File: config.mk
export PLATFORM = sky130hd
export DESIGN_NAME = selective_repeat_sender_window
export DESIGN_NICKNAME = d
export VERILOG_FILES = /design/src/sv/srsw_pkg.sv /design/src/sv/srsw_cfg.sv /design/src/sv/selective_repeat_sender_window.sv
export VERILOG_INCLUDE_DIRS = /design/src /design/src/sv
export SDC_FILE = /design/constraint.sdc
export NUM_CORES = 2
export LEC_CHECK = 0
export BUFFER_PORTS_ARGS = -buffer_cell sky130_fd_sc_hd__buf_2
export CORE_ASPECT_RATIO = 0.8
export CORE_UTILIZATION = 35
export DETAILED_ROUTE_END_ITERATION = 16
export SLEW_MARGIN = 20
export SYNTH_ARGS = -nofsm -noshare
export SYNTH_HDL_FRONTEND = slang
export SYNTH_SLANG_ARGS = --single-unit
File: constraint.sdc
create_clock -name clk -period 9.9 [get_ports clk]
set_input_delay 1.485 -clock clk [delete_from_list [all_inputs] [get_ports clk]]
set_output_delay 1.485 -clock clk [all_outputs]
set_load 0.03 [all_outputs]
File: src/sv/selective_repeat_sender_window_assert.svh
`ifndef SELECTIVE_REPEAT_SENDER_WINDOW_ASSERT_SVH
`define SELECTIVE_REPEAT_SENDER_WINDOW_ASSERT_SVH

// Same-cycle implication, checked on every rising clock edge outside reset.
`define SRSW_ASSERT_IMPL(name, ante, cons, msg) \
  name: assert property (@(posedge clk) disable iff (rst) (ante) |-> (cons)) \
    else $error(msg);

// Next-cycle implication, checked on every rising clock edge outside reset.
`define SRSW_ASSERT_NEXT(name, ante, cons, msg) \
  name: assert property (@(posedge clk) disable iff (rst) (ante) |=> (cons)) \
    else $error(msg);

`endif

File: src/sv/srsw_pkg.sv
package srsw_pkg;

  localparam int TOTAL_W    = 11;
  localparam int WIN_W      = 6;
  localparam int ACK_W      = 16;
  localparam int SEQ_W      = 10;
  localparam int BASE_W     = 11;
  localparam int OP_W       = 2;
  localparam int S_TDATA_W  = 16;
  localparam int M_TDATA_W  = 24;
  localparam int APB_ADDR_W = 3;
  localparam int APB_DATA_W = 32;

  localparam logic [OP_W-1:0] OP_START   = 2'd0;
  localparam logic [OP_W-1:0] OP_ACK     = 2'd1;
  localparam logic [OP_W-1:0] OP_TIMEOUT = 2'd2;

  localparam logic KIND_SEND   = 1'b0;
  localparam logic KIND_STATUS = 1'b1;

  localparam logic REG_TOTAL  = 1'b0;
  localparam logic REG_WINDOW = 1'b1;

  localparam logic [TOTAL_W-1:0] TOTAL_RESET  = 11'd0;
  localparam logic [WIN_W-1:0]   WINDOW_RESET = 6'd4;

  typedef struct packed {
    logic [TOTAL_W-1:0] total_packets;
    logic [WIN_W-1:0]   window_size;
  } cfg_t;

endpackage

File: src/sv/srsw_cfg.sv
module srsw_cfg
  import srsw_pkg::*;
(
  input  logic                  clk,
  input  logic                  rst,
  input  logic                  psel,
  input  logic                  penable,
  input  logic                  pwrite,
  input  logic [APB_ADDR_W-1:0] paddr,
  input  logic [APB_DATA_W-1:0] pwdata,
  output logic [APB_DATA_W-1:0] prdata,
  output logic                  pready,
  output cfg_t                  cfg
);

  logic wr_en;

  assign pready = 1'b1;
  assign wr_en  = psel && penable && pwrite && pready;

  always_ff @(posedge clk) begin
    if (rst) begin
      cfg.total_packets <= TOTAL_RESET;
      cfg.window_size   <= WINDOW_RESET;
    end else if (wr_en) begin
      if (paddr[2] == REG_TOTAL) begin
        cfg.total_packets <= pwdata[TOTAL_W-1:0];
      end else begin
        cfg.window_size <= pwdata[WIN_W-1:0];
      end
    end
  end

  always_comb begin
    if (paddr[2] == REG_WINDOW) begin
      prdata = {{(APB_DATA_W-WIN_W){1'b0}}, cfg.window_size};
    end else begin
      prdata = {{(APB_DATA_W-TOTAL_W){1'b0}}, cfg.total_packets};
    end
  end

endmodule

File: src/sv/selective_repeat_sender_window.sv
// Selective Repeat ARQ sender window. Each input item is an event (start,
// acknowledgement, timeout or an unused opcode) and answers with zero or
// more send requests followed by one status item that carries tlast. The
// acknowledged bitmap lives in a one-bit-wide memory of MAX_PACKETS entries
// with a registered read port, read one entry per cycle while the output is
// not stalled. An acknowledgement first slides the window base over the
// acknowledged entries; every event then scans the send window (at most the
// window size entries) and emits the status item, waiting while the output
// is stalled. A start first clears the bitmap entries up to the highest
// packet acknowledged since the last clear. After reset the whole memory is
// cleared before the first item is accepted; configuration writes are taken
// at any time.
`include "selective_repeat_sender_window_assert.svh"

module selective_repeat_sender_window
  import srsw_pkg::*;
#(
  parameter int MAX_PACKETS = 1024,
  parameter int MAX_WINDOW  = 32
) (
  input  logic                  clk,
  input  logic                  rst,
  input  logic                  s_tvalid,
  output logic                  s_tready,
  input  logic [S_TDATA_W-1:0]  s_tdata,   // ack_number[15:0]
  input  logic [OP_W-1:0]       s_tuser,   // opcode[1:0]
  output logic                  m_tvalid,
  input  logic                  m_tready,
  output logic [M_TDATA_W-1:0]  m_tdata,   // seq[9:0], window_base[20:10], all_done[21]
  output logic                  m_tuser,   // kind[0]
  output logic                  m_tlast,
  input  logic                  psel,
  input  logic                  penable,
  input  logic                  pwrite,
  input  logic [APB_ADDR_W-1:0] paddr,
  input  logic [APB_DATA_W-1:0] pwdata,
  output logic [APB_DATA_W-1:0] prdata,
  output logic                  pready
);

  localparam int PW = $clog2(MAX_PACKETS + 1);
  localparam int AW = $clog2(MAX_PACKETS);
  localparam int EW = (PW > TOTAL_W) ? PW : TOTAL_W;
  localparam int CW = (PW > ACK_W) ? PW : ACK_W;
  localparam int LW = ((PW > WIN_W) ? PW : WIN_W) + 1;
  localparam int DATA_USED = SEQ_W + BASE_W + 1;

  localparam logic [EW-1:0]    MAX_PK_E = EW'(MAX_PACKETS);
  localparam logic [PW-1:0]    MAX_PK   = PW'(MAX_PACKETS);
  localparam logic [WIN_W-1:0] MAX_WIN  = WIN_W'(MAX_WINDOW);

  localparam logic [2:0] ST_IDLE      = 3'd0;
  localparam logic [2:0] ST_CLEAR     = 3'd1;
  localparam logic [2:0] ST_SLIDE_RD  = 3'd2;
  localparam logic [2:0] ST_SLIDE_CHK = 3'd3;
  localparam logic [2:0] ST_SEND_INIT = 3'd4;
  localparam logic [2:0] ST_SEND_RD   = 3'd5;
  localparam logic [2:0] ST_SEND_CHK  = 3'd6;
  localparam logic [2:0] ST_STATUS    = 3'd7;

  cfg_t cfg;

  srsw_cfg u_cfg (
    .clk     (clk),
    .rst     (rst),
    .psel    (psel),
    .penable (penable),
    .pwrite  (pwrite),
    .paddr   (paddr),
    .pwdata  (pwdata),
    .prdata  (prdata),
    .pready  (pready),
    .cfg     (cfg)
  );

  logic            acked_mem [MAX_PACKETS];
  logic            rdata;
  logic            mem_we;
  logic [AW-1:0]   mem_waddr;
  logic            mem_wdata;
  logic            mem_re;
  logic [AW-1:0]   mem_raddr;

  logic [2:0]      state, state_next;
  logic [PW-1:0]   base_ptr, base_next;
  logic [PW-1:0]   next_ptr, next_next;
  logic [PW-1:0]   limit, limit_next;
  logic            done_flag, done_next;
  logic [PW-1:0]   hw, hw_next;
  logic [PW-1:0]   clr_ptr, clr_next;
  logic            send_after_clear, send_after_clear_next;

  logic            ovalid;
  logic            okind;
  logic [SEQ_W-1:0]  oseq;
  logic [BASE_W-1:0] obase;
  logic            odone;
  logic            olast;
  logic            oload;
  logic            okind_n;
  logic            olast_n;

  logic [EW-1:0]   total_e;
  logic [PW-1:0]   eff_total;
  logic [WIN_W-1:0] eff_win;
  logic            accept;
  logic            can_emit;
  logic [CW-1:0]   ack_e;
  logic [CW-1:0]   ack_inc;
  logic [PW-1:0]   ack_lim;
  logic            ack_ok;
  logic [PW-1:0]   base_plus;
  logic [PW-1:0]   next_plus;
  logic [LW-1:0]   win_end;
  logic [PW-1:0]   lim_calc;

  assign total_e   = EW'(cfg.total_packets);
  assign eff_total = (total_e > MAX_PK_E) ? MAX_PK : total_e[PW-1:0];
  assign eff_win   = (cfg.window_size > MAX_WIN) ? MAX_WIN : cfg.window_size;

  assign s_tready  = (state == ST_IDLE);
  assign accept    = s_tvalid && s_tready;
  assign can_emit  = !ovalid || m_tready;

  assign ack_e     = CW'(s_tdata);
  assign ack_inc   = ack_e + CW'(1);
  assign ack_lim   = ack_inc[PW-1:0];
  assign ack_ok    = (ack_e >= CW'(base_ptr)) && (ack_e < CW'(eff_total));

  assign base_plus = base_ptr + PW'(1);
  assign next_plus = next_ptr + PW'(1);
  assign win_end   = LW'(base_ptr) + LW'(eff_win);
  assign lim_calc  = (win_end > LW'(eff_total)) ? eff_total : win_end[PW-1:0];

  always_comb begin
    state_next            = state;
    base_next             = base_ptr;
    next_next             = next_ptr;
    limit_next            = limit;
    done_next             = done_flag;
    hw_next               = hw;
    clr_next              = clr_ptr;
    send_after_clear_next = send_after_clear;
    mem_we                = 1'b0;
    mem_waddr             = s_tdata[AW-1:0];
    mem_wdata             = 1'b1;
    mem_re                = 1'b0;
    mem_raddr             = base_ptr[AW-1:0];
    oload                 = 1'b0;
    okind_n               = KIND_SEND;
    olast_n               = 1'b0;

    case (state)
      ST_IDLE: begin
        if (accept) begin
          case (s_tuser)
            OP_START: begin
              base_next             = '0;
              next_next             = '0;
              clr_next              = '0;
              send_after_clear_next = 1'b1;
              state_next            = ST_CLEAR;
            end
            OP_ACK: begin
              if (ack_ok) begin
                mem_we = 1'b1;
                if (ack_lim > hw) begin
                  hw_next = ack_lim;
                end
                state_next = ST_SLIDE_RD;
              end else begin
                state_next = ST_SEND_INIT;
              end
            end
            OP_TIMEOUT: begin
              next_next  = base_ptr;
              state_next = ST_SEND_INIT;
            end
            default: begin
              state_next = ST_SEND_INIT;
            end
          endcase
        end
      end
      ST_CLEAR: begin
        if (clr_ptr < hw) begin
          mem_we    = 1'b1;
          mem_waddr = clr_ptr[AW-1:0];
          mem_wdata = 1'b0;
          clr_next  = clr_ptr + PW'(1);
        end else begin
          hw_next    = '0;
          state_next = send_after_clear ? ST_SEND_INIT : ST_IDLE;
        end
      end
      ST_SLIDE_RD: begin
        if (base_ptr < eff_total) begin
          mem_re     = 1'b1;
          mem_raddr  = base_ptr[AW-1:0];
          state_next = ST_SLIDE_CHK;
        end else begin
          state_next = ST_SEND_INIT;
        end
      end
      ST_SLIDE_CHK: begin
        if (rdata) begin
          base_next = base_plus;
          if (base_plus < eff_total) begin
            mem_re    = 1'b1;
            mem_raddr = base_plus[AW-1:0];
          end else begin
            state_next = ST_SEND_INIT;
          end
        end else begin
          state_next = ST_SEND_INIT;
        end
      end
      ST_SEND_INIT: begin
        done_next  = (base_ptr >= eff_total);
        limit_next = lim_calc;
        if (next_ptr < base_ptr) begin
          next_next = base_ptr;
        end
        state_next = ST_SEND_RD;
      end
      ST_SEND_RD: begin
        if (next_ptr < limit) begin
          mem_re     = 1'b1;
          mem_raddr  = next_ptr[AW-1:0];
          state_next = ST_SEND_CHK;
        end else begin
          state_next = ST_STATUS;
        end
      end
      ST_SEND_CHK: begin
        if (rdata || can_emit) begin
          oload     = !rdata;
          next_next = next_plus;
          if (next_plus < limit) begin
            mem_re    = 1'b1;
            mem_raddr = next_plus[AW-1:0];
          end else begin
            state_next = ST_STATUS;
          end
        end
      end
      ST_STATUS: begin
        if (can_emit) begin
          oload      = 1'b1;
          okind_n    = KIND_STATUS;
          olast_n    = 1'b1;
          state_next = ST_IDLE;
        end
      end
      default: begin
        state_next = ST_IDLE;
      end
    endcase
  end

  always_ff @(posedge clk) begin
    if (mem_we) begin
      acked_mem[mem_waddr] <= mem_wdata;
    end
    if (mem_re) begin
      rdata <= acked_mem[mem_raddr];
    end
  end

  always_ff @(posedge clk) begin
    if (rst) begin
      state            <= ST_CLEAR;
      base_ptr         <= '0;
      next_ptr         <= '0;
      done_flag        <= 1'b0;
      hw               <= MAX_PK;
      clr_ptr          <= '0;
      send_after_clear <= 1'b0;
    end else begin
      state            <= state_next;
      base_ptr         <= base_next;
      next_ptr         <= next_next;
      done_flag        <= done_next;
      hw               <= hw_next;
      clr_ptr          <= clr_next;
      send_after_clear <= send_after_clear_next;
    end
  end

  always_ff @(posedge clk) begin
    limit <= limit_next;
  end

  always_ff @(posedge clk) begin
    if (rst) begin
      ovalid <= 1'b0;
    end else if (oload) begin
      ovalid <= 1'b1;
    end else if (m_tready) begin
      ovalid <= 1'b0;
    end
  end

  always_ff @(posedge clk) begin
    if (oload) begin
      okind <= okind_n;
      oseq  <= (okind_n == KIND_STATUS) ? '0 : SEQ_W'(next_ptr);
      obase <= BASE_W'(base_ptr);
      odone <= done_flag;
      olast <= olast_n;
    end
  end

  assign m_tvalid = ovalid;
  assign m_tuser  = okind;
  assign m_tlast  = olast;
  assign m_tdata  = {{(M_TDATA_W-DATA_USED){1'b0}}, odone, obase, oseq};

  `SRSW_ASSERT_IMPL(a_last_is_status, m_tvalid && m_tlast, m_tuser == KIND_STATUS,
                    "An item with tlast is not a status item.")
  `SRSW_ASSERT_IMPL(a_no_send_when_done, m_tvalid && (m_tuser == KIND_SEND), !odone,
                    "A send request was issued after the transfer completed.")
  `SRSW_ASSERT_IMPL(a_scan_in_window, state == ST_SEND_CHK,
                    (next_ptr < limit) && (limit <= eff_total),
                    "The send scan left the window.")
  `SRSW_ASSERT_NEXT(a_clear_resets_mark, (state == ST_CLEAR) && (clr_ptr >= hw), hw == '0,
                    "The high-water mark was not reset after the clearing pass.")

endmodule

==> metrics.csv <==
metric,value,unit
GRT Residual Overflow,0,
DIE WIDTH,440.8,µm
CTS buffer count,108,
WP data required,10.46,ns
wire per inst,25.10,µm
Cell Pwr Density,189.0,nW/µm²
TritonCTS clock tree,yes,
routed vias,40629,
CP Capture Type,register,
Mapped Cells,5079,
post-synthesis sequential area ratio,61.46,%
"Clk pin slew, worst setup/hold paths",0.06,ns
Fmax,123.5,MHz
Die Ht,353.1,µm
type of origin of the critical path,register,
Slew HR,20.61,%
WP data arrival,8.65,ns
vias per cell,5.723,
RD Place Congestion,0.8666,
cts repair resizes,0,
clock root buffer master,clkbuf_16,
post-route minimum period,8.095,ns
Nets,5169,
Hold Buf Count CTS,0,
total negative slack,0,ns
critical-path maximum fanout,13,
Setup Skew,0.04073,ns
CTS Buffer Depth,3,
worst hold slack,0.4330,ns
I/O pin total,121,
RSZ-0062 raised after global routing,false,
period utilisation layout,81.77,%
drt drc,0,
initial antenna violation count,6,
outcome,completed,
layout cell share with drive strength beyond 1,9.677,%
Die ar.,155700,µm²
"Async S/R FF share, synth",0,%
number of synthesized flops with an enable pin,1059,
yosys warns,0,
row count,128,
Synth cell types,83,
GRT Total Usage,22.37,%
Starting Density,35.33,%
core area,152600,µm²
Synth Flop Type,edfxtp_1,
Leak,19.83,nW
Worst-Skew Late Latency,0.76,ns
Post-DRT Antenna Nets,0,
clk sinks,1126,
port buffer count,73,
Worst VDD drop,0.0002142,V
HPWL Detailed,99660,µm
measured slew at the worst slew-check pin,1.186,ns
"Avg Cell Area, Syn",10.62,µm²
H-Tree Depth,3,
global-route wire length before repair,256500,µm
"Slew Viols, Final",0,
CP Class,reg -> reg,
drt total wl,178200,µm
Area Growth Syn to Fin,11.43,%
final setup violation count,0,
Synth Register Bits,1126,
DR iter-0 viols,5604,
Max-cap violations,0,
Initial DRT Pass Iterations,6,
# diodes,0,
Final Util,39.37,%
vias in the first global route,37446,
largest net degree at the start of global routing,255,
Hold Crit Class,reg -> reg,
cell area after synthesis,53920,µm²
Final Hold Viols,0,
Post-CTS Setup Inserts,0,
==> report_power, final <==
group          internal (W)  leakage, nW  switching, W  total, W
Clock               0.00219         1.62       0.00187   0.00406
Combinational      0.000300         7.89       0.00126   0.00156
Sequential          0.00570         10.3     0.0000371   0.00574
==> state kept, by name, indices dropped and copies added (netlist names), 3 cells and up <==
| signal | cells |
|---|---|
| acked_mem | 1024 |
| oseq | 10 |
| obase | 11 |
| u_cfg.cfg | 17 |
| clr_ptr | 11 |
| state | 3 |
| next_ptr | 11 |
| base_ptr | 11 |
| hw | 11 |
| limit | 11 |
==> Yosys cell counts, types with 37 or more instances <==
cell type	count	share of area (%)
a31oi_1	82	0.95
and3_1	82	0.95
inv_1	81	0.56
a211oi_1	72	1.0
dfxtp_1	67	2.5
buf_4	45	0.63
a311oi_1	37	0.60
a21o_1	45	0.63
a21oi_1	87	0.81
ha_1	115	2.7
o21ai_0	53	0.49
buf_2	139	1.3
o21ai_1	37	0.34
edfxtp_1	1059	59
nand2_1	791	5.5
a32oi_1	43	0.70
nor2_1	1120	7.8
mux2i_1	122	2.3
clkbuf_1	248	1.7
nand3_1	279	2.6
==> worst paths after layout <==
check              start    end  slack, ns  cells past startpoint
min            done_flag  odone       0.43                      0
min reg2reg    done_flag  odone       0.43                      0
max reg2reg  base_ptr[2]  rdata       1.80                     18
max          base_ptr[2]  rdata       1.80                     18
==> cells in the final DEF (no fill, tap or decap), types with 21 or more instances in the layout <==
cell / instances
nor2_1: 1114
edfxtp_1: 1059
nand2_1: 790
nand3_1: 276
buf_4: 142
mux2i_1: 121
ha_1: 115
clkbuf_16: 108
a21oi_1: 87
and3_1: 82
a31oi_1: 82
inv_1: 81
buf_2: 74
a211oi_1: 72
dfxtp_1: 67
o21ai_0: 53
a21o_1: 45
a32oi_1: 43
xnor2_1: 36
nand4_1: 36
a311oi_1: 36
nor2b_1: 33
o21ai_4: 32
clkbuf_1: 29
clkinv_1: 28
a221oi_1: 24
conb_1: 24
o21a_1: 23
mux2_2: 22
nor3_1: 21
==> through the flow <==
stage | power [W] | instance area (µm²) | std cells | setup slack (ns)
after detailed placement | 0.007347 | 56710 | 6897 | 2.115
after global placement | 0.007329 | 56700 | 6897 | 2.130
after floorplan | 0.006776 | 54010 | 5101 | 2.815
after global routing | 0.01165 | 60090 | 7099 | 1.572
after CTS | 0.01135 | 60070 | 7098 | 2.076
final | 0.01136 | 60090 | 7099 | 1.805
==> layout make-up <==
class / instances / area, µm²
sequential: 1126 / 33140
timing repair buffer: 229 / 1688
clock buffer: 139 / 2839
multi-input combinational: 3447 / 19070
clock inverter: 62 / 521.8
inverter: 81 / 304.0
tap: 2015 / 2521
fill: 14764 / 92540
==> cell families after synthesis <==
family	synth area share, %
AND/OR/NAND/NOR	19.01
flip-flops	61.46
AO/OA/AOI/OAI	8.745
buffers and inverters	4.353
multiplexers	2.961
adder cells (fa/ha/maj)	2.706
XOR/XNOR	0.7471
other	0.01393
==> routing by layer <==
| layer | wire length (µm) | track usage, % |
|---|---|---|
| met5 | 0 | 0 |
| met4 | 5515 | 6.775 |
| met2 | 76880 | 32.73 |
| met1 | 74520 | 32.48 |
| met3 | 21260 | 5.489 |
==> worst max-delay path, stage by stage (launching register included) <==
cell	delay [ns]
dfxtp_1	0.79
and4_1	0.31
nor3b_1	0.43
nand3_1	0.15
xnor2_1	0.38
ha_1	0.32
a21o_1	0.16
a211oi_1	0.25
o21ai_1	0.14
nor2_2	0.47
nor2_1	0.35
a311oi_2	0.87
nand2_1	0.95
nor2_1	0.76
o2111ai_1	0.28
nand3_1	0.28
o211ai_1	0.21
or4_1	0.55
nand4_1	0.20
(Power assumes the default switching activity.)
